File: src/sv/sdf_pkg.sv
// Package for the spatial duplicate filter: request and action codes,
// sequencer states, table entry type and default depth. No dependencies.
`default_nettype none
package sdf_pkg;

  localparam int unsigned DefaultDepth = 64;

  typedef enum logic [1:0] {
    REQ_CLEAR  = 2'd0,
    REQ_SUBMIT = 2'd1,
    REQ_READ   = 2'd2,
    REQ_SPARE  = 2'd3
  } req_e;

  typedef enum logic [2:0] {
    ACT_APPEND  = 3'd0,
    ACT_REPLACE = 3'd1,
    ACT_DISCARD = 3'd2,
    ACT_FULL    = 3'd3,
    ACT_CLEAR   = 3'd4,
    ACT_READ    = 3'd5
  } action_e;

  typedef enum logic [2:0] {
    ST_IDLE,
    ST_SCAN,
    ST_CHECK,
    ST_SHIFT,
    ST_WRITE,
    ST_READ,
    ST_OUT
  } state_e;

  // one table entry: kind, coordinates x/y/z, tolerance
  typedef struct packed {
    logic [15:0] tol;
    logic [15:0] z;
    logic [15:0] y;
    logic [15:0] x;
    logic [7:0]  kind;
  } entry_t;

endpackage
`default_nettype wire

File: src/sv/sdf_dist.sv
// Duplicate test unit: registered squared-distance compare of one pair.
// Depends on sdf_pkg for the entry type.
`default_nettype none
module sdf_dist (
  input  logic            clk_i,
  input  logic            rst_ni,
  input  sdf_pkg::entry_t a_i,
  input  sdf_pkg::entry_t b_i,
  input  logic [15:0]     tol_i,
  output logic            dup_o
);
  import sdf_pkg::*;

  logic [16:0] dx, dy, dz;
  logic [16:0] adx, ady, adz;
  logic [33:0] sx_q, sy_q, sz_q;
  logic [31:0] t2_q;
  logic        kind_eq_q, exact_q, zero_q;
  logic [35:0] sum;

  // stage 1: differences, squares
  assign dx = {a_i.x[15], a_i.x} - {b_i.x[15], b_i.x};
  assign dy = {a_i.y[15], a_i.y} - {b_i.y[15], b_i.y};
  assign dz = {a_i.z[15], a_i.z} - {b_i.z[15], b_i.z};
  assign adx = dx[16] ? (~dx + 17'd1) : dx;
  assign ady = dy[16] ? (~dy + 17'd1) : dy;
  assign adz = dz[16] ? (~dz + 17'd1) : dz;

  always_ff @(posedge clk_i or negedge rst_ni) begin
    if (!rst_ni) begin
      kind_eq_q <= 1'b0;
    end else begin
      kind_eq_q <= (a_i.kind == b_i.kind);
    end
  end

  always_ff @(posedge clk_i) begin
    sx_q    <= adx * adx;
    sy_q    <= ady * ady;
    sz_q    <= adz * adz;
    t2_q    <= tol_i * tol_i;
    exact_q <= (a_i.x == b_i.x) && (a_i.y == b_i.y) && (a_i.z == b_i.z);
    zero_q  <= (tol_i == 16'd0);
  end

  // stage 2: sum and compare
  assign sum = {2'b00, sx_q} + {2'b00, sy_q} + {2'b00, sz_q};
  assign dup_o = kind_eq_q && (zero_q ? exact_q : (sum <= {4'd0, t2_q}));

endmodule
`default_nettype wire

File: config.mk
export PLATFORM = sky130hd
export DESIGN_NAME = sdf_dist
export DESIGN_NICKNAME = d
export VERILOG_FILES = /design/src/sv/sdf_pkg.sv /design/src/sv/sdf_dist.sv
export SDC_FILE = /design/constraint.sdc
export NUM_CORES = 2
export LEC_CHECK = 0
export ABC_AREA = 1
export BUFFER_PORTS_ARGS = -buffer_cell sky130_fd_sc_hd__buf_2
export CELL_PAD_IN_SITES_DETAIL_PLACEMENT = 2
export CELL_PAD_IN_SITES_GLOBAL_PLACEMENT = 2
export CORE_AREA = 2 2 283 425
export CTS_CLUSTER_DIAMETER = 80
export DETAILED_ROUTE_END_ITERATION = 10
export DIE_AREA = 0 0 285 427
export GPL_ROUTABILITY_DRIVEN = 0
export PLACE_DENSITY = 0.82
export RECOVER_POWER = 25
export SYNTH_ARGS = -nofsm -noshare
export SYNTH_HDL_FRONTEND = slang
export SYNTH_SLANG_ARGS = --single-unit
File: constraint.sdc
create_clock -name clk_i -period 3.28 [get_ports clk_i]
set_input_delay 0.164 -clock clk_i [delete_from_list [all_inputs] [get_ports clk_i]]
set_output_delay 0.164 -clock clk_i [all_outputs]
set_load 0.1 [all_outputs]
==> run_results.csv, run 1 <==
group,metric,value,unit
status,status,"stopped before the end",
status,haltStage,"4_1_cts",
status,toolErrorMsg,"[ERROR DPL-0033] detailed placement checks failed during check placement.",
yosys,syn_area,42300,µm²
yosys,yosysTopAreaCellShare,0.366,
floorplanning,start_util,0.357,
floorplanning,die_y,427,µm
yosys,synth_cell_types,62,
yosys,synthArstFlopShare,0.00752,
yosys,ys_ff_latch,133,
clock_network,ctsLongestPathBuffers,2,
yosys,synth_edf_count,0,
clock_network,cts_buffers,17,
yosys,ys_top_cells_by_area,"fa_1 (37%), ha_1 (16%), inv_1 (13%)",
place,dp_hpwl,224000,µm
floorplanning,die_x,285,µm
floorplanning,ios,163,
place,portBuffers,130,
yosys,syn_avg_cell_area,7.95,µm²
yosys,netlist_instances,5321,
clock_network,cts_sinks,133,
clock_network,cts_hold_buffers,5,
clock_network,cts_root_buf,"clkbuf_16",
yosys,ys_warn_count,0,
yosys,yosysTopAreaCell,"fa_1",
clock_network,post-cts-setup-buffers,183,
yosys,seq_area_frac_synth,0.0631,
clock_network,htree_num_levels,4,
yosys,ys.flop_type,"dfxtp_1",
floorplanning,row_count,155,
clock_network,cts_resized,1012,
[synth_stat cells (43+ instances only)]
cell,number
inv_1,1435
nand2_1,921
fa_1,774
ha_1,526
nor2_1,418
a21oi_1,229
nand3_1,146
dfxtp_1,132
o21ai_0,130
xor2_1,115
xnor2_1,74
clkbuf_1,43
[per-stage QoR]
step / TNS (ps) / std cells / area [µm²] / util / setup slack (ps)
floorplan: -275880 / 5357 / 45000 / - / -3450
global placement: -357390 / 8175 / 56100 / 0.474 / -4100
detailed placement: -453850 / 8175 / 56100 / 0.474 / -5710
[logic make-up after synthesis]
family | share of synthesized area
adders and majority gates | 0.522
buffers and inverters | 0.141
xor gates and xnor gates | 0.0446
and+or+nand+nor | 0.168
other | 0.000178
AOI/OAI and AO/OA | 0.0616
DFF | 0.0631
==> run 2: changes to the inputs <==
CELL_PAD_IN_SITES_DETAIL_PLACEMENT = default   (was 2)
CELL_PAD_IN_SITES_GLOBAL_PLACEMENT = default   (was 2)
CORE_AREA = 2 2 415 417   (was 2 2 283 425)
CTS_CLUSTER_DIAMETER = default   (was 80)
DIE_AREA = 0 0 417 419   (was 0 0 285 427)
PLACE_DENSITY = default   (was 0.82)
PLACE_DENSITY_LB_ADDON = 0.15   (was default)
clock period = 4.3 ns   (was 3.28 ns; I/O delays follow)
==> run 2 against run 1 <==
Net effect: the flow now finishes, with violations (setup timing); synthesized cell count did not move; area after synthesis stayed put.
==> run_results.csv, run 2 <==
group,metric,value,unit
yosys,yosys-top-cells-count,"inv_1 (1435), nand2_1 (921), fa_1 (774), ha_1 (526), nor2_1 (418)",
yosys,synth_mux_area_frac,0,
timing,rsz0062_at_grt,"true",
yosys,synth_cell_types,62,
yosys,synthSimpleGateAreaFrac,0.168,
yosys,ys.flop_type,"dfxtp_1",
setup_path,critPathKind,"in -> reg",
status,violations,"setup timing",
timing,maxSlewViolCount,0,
setup_path,crit_path_max_fanout,4,
clock_network,cts_root_buf,"clkbuf_16",
finish,final_area,63500,µm²
finish,top_regs,"sx_q x33, sy_q x33, sz_q x33",
setup_path,cp.arrival,7120,ps
drt,post_drt_wl_per_cell,14.5,µm
timing,relSlewSlack,0.196,
finish,drive_gt1_frac,0.389,
yosys,synth_xor_area_frac,0.0446,
global_route,grt.overflow.total,0,
finish,layout_commonest_cell,"inv_1",
yosys,synthArstFlopShare,0.00752,
finish,mostFrequentLayoutCells,"inv_1 (1283), buf_4 (1164), nand2_1 (738)",
clock_network,cts_sinks,133,
drt,viasPerCell,4.10,
timing,setup_violations,107,
yosys,synth_edf_count,0,
drt,wl,131000,µm
drt,vias,37100,
setup_path,critPathMaxStageDelay,570,ps
setup_path,critical_path.startpoint_type,"input port",
yosys,yosysTopAreaCell,"fa_1",
timing,hold_viol_final,0,
hold_path,min_path_type,"in -> reg",
setup_path,crit_path_end_kind,"register",
yosys,synth_compound_area_frac,0.0616,
flow_run,drv_cap,0,
drt,dr.pass1.iters,5,
yosys,netlist_instances,5321,
yosys,synth_top_family_by_area,"adder cells",
yosys,ys_ff_latch,133,
floorplanning,die-area,175000,µm²
yosys,synth_fa_ha_area_frac,0.522,
finish,syn_to_final_growth,50.1,%
floorplanning,core_area,171000,µm²
finish,antenna_cells,0,
finish,fin_util,0.372,
floorplanning,ios,163,
yosys,ys_warn_count,0,
yosys,syn_area,42300,µm²
drt,drtAntennaViolNets,0,
timing,max_freq,148,MHz
place,portBuffers,130,
clock_network,ctsLongestPathBuffers,2,
floorplanning,start_util,0.248,
timing,finalCritPeriodShare,1.57,
timing,worst_slack,-2470,ps
setup_path,cp.required,4640,ps
drt,drcViolationCount,0,
global_route,track_usage,0.152,
clock_network,cts_tree,"yes",
place,post_dp_cell_area,56900,µm²
floorplanning,die_y,419,µm
finish,nFillCells,17600,
global_route,grt_pass1_wl,211000,µm
global_route,grt_pass1_vias,39500,
clock_network,cts_buffers,17,
clock_network,htree_num_levels,4,
yosys,yosys.cell_count.top_type,"inv_1",
global_route,grt_antenna_before_repair,0,
yosys,ys_top_cells_by_area,"fa_1 (37%), ha_1 (16%), inv_1 (13%)",
place,dp.cells,8833,
yosys,yosysTopAreaCellShare,0.366,
yosys,seq_area_frac_synth,0.0631,
setup_path,crit_slowest_cell,"fa_2",
place,dp_hpwl,117000,µm
setup_path,critical_path.most_common_cell,"fa_1",
finish,final_cells,9036,
status,status,"finished, violations left",
floorplanning,row_count,152,
floorplanning,die_x,417,µm
timing,fin_crit,6770,ps
yosys,syn_avg_cell_area,7.95,µm²
drt,drt_iter0_markers,1075,
clock_network,path_clk_slew,80,ps
finish,nNetsFinal,8252,
global_route,grt_max_degree,18,
timing,tightest_slew,1210,ps
-- run 2: cell counts after synthesis --
Identical to the previous run, type by type.
-- run 2: final cells by class --
class	instances	area [µm²]	area share
clock buffers	18	429	0.00676
repair buffers	1491	12200	0.191
flip-flops and latches	133	2680	0.0421
well taps	2233	2790	0.0440
clock inverters	14	133	0.00209
inverters	1473	5750	0.0907
multi-input cells	3674	39500	0.623
-- run 2: repair_timing --
| action | in CTS | in global routing |
|---|---|---|
| setup buffers | 109 | 102 |
| resized for setup | 533 | 605 |
| cloned | 0 | 2 |
| pin swaps | 339 | 306 |
| endpoints found under the setup margin | 109 | 110 |
| endpoints found under the hold margin | 1 | 0 |
| hold buffers | 1 | 0 |
-- run 2: path summary, 6_finish.rpt --
| path | to | slack [ps] | depth (start not counted) | startpoint |
|---|---|---|---|---|
| max | sz_q[30] | -2470 | 37 | a_i[40] |
| min in group asynchronous | kind_eq_q | 40 | 2 | rst_ni |
| min | kind_eq_q | 30 | 4 | a_i[3] |
| max in group asynchronous | kind_eq_q | 4170 | 2 | rst_ni |
-- run 2: stage by stage --
step | setup TNS, ps | setup WS [ps] | hold slack (ps)
2_1_floorplan | -167100 | -2480 | -80.6
3_3_place_gp | -250880 | -3180 | -9.06
3_5_place_dp | -253930 | -3230 | -7.96
4_1_cts | -177010 | -2430 | 7.12
5_1_grt | -205310 | -2770 | 34.1
6_report | -178370 | -2470 | 33.8
-- run 2: kinds of logic after synthesis --
family | count (synthesis)
and+or+nand+nor | 1675
buffers and inverters | 1550
adders and majority gates | 1300
AOI/OAI and AO/OA | 460
xor gates and xnor gates | 201
DFF | 133
other | 2
-- run 2: critical path, delay by kind of cell --
| family | cells | cell delay [ps] |
|---|---|---|
| and+or+nand+nor | 12 | 1390 |
| buffers and inverters | 10 | 750 |
| xor gates and xnor gates | 1 | 130 |
| AOI/OAI and AO/OA | 4 | 410 |
| adders and majority gates | 10 | 4210 |
-- run 2: layer usage --
metal,GRT usage,up-vias,share of wire
li1,-,18800,-
met1,0.215,18000,0.49
met2,0.263,265,0.49
met3,0.00888,35,0.014
met4,0.0125,0,0.0056
met5,0,-,0
Power of run 2 is left out: the tool's default activity adds up to more than one toggle a clock period on the data nets, which glitch-free logic cannot reach.
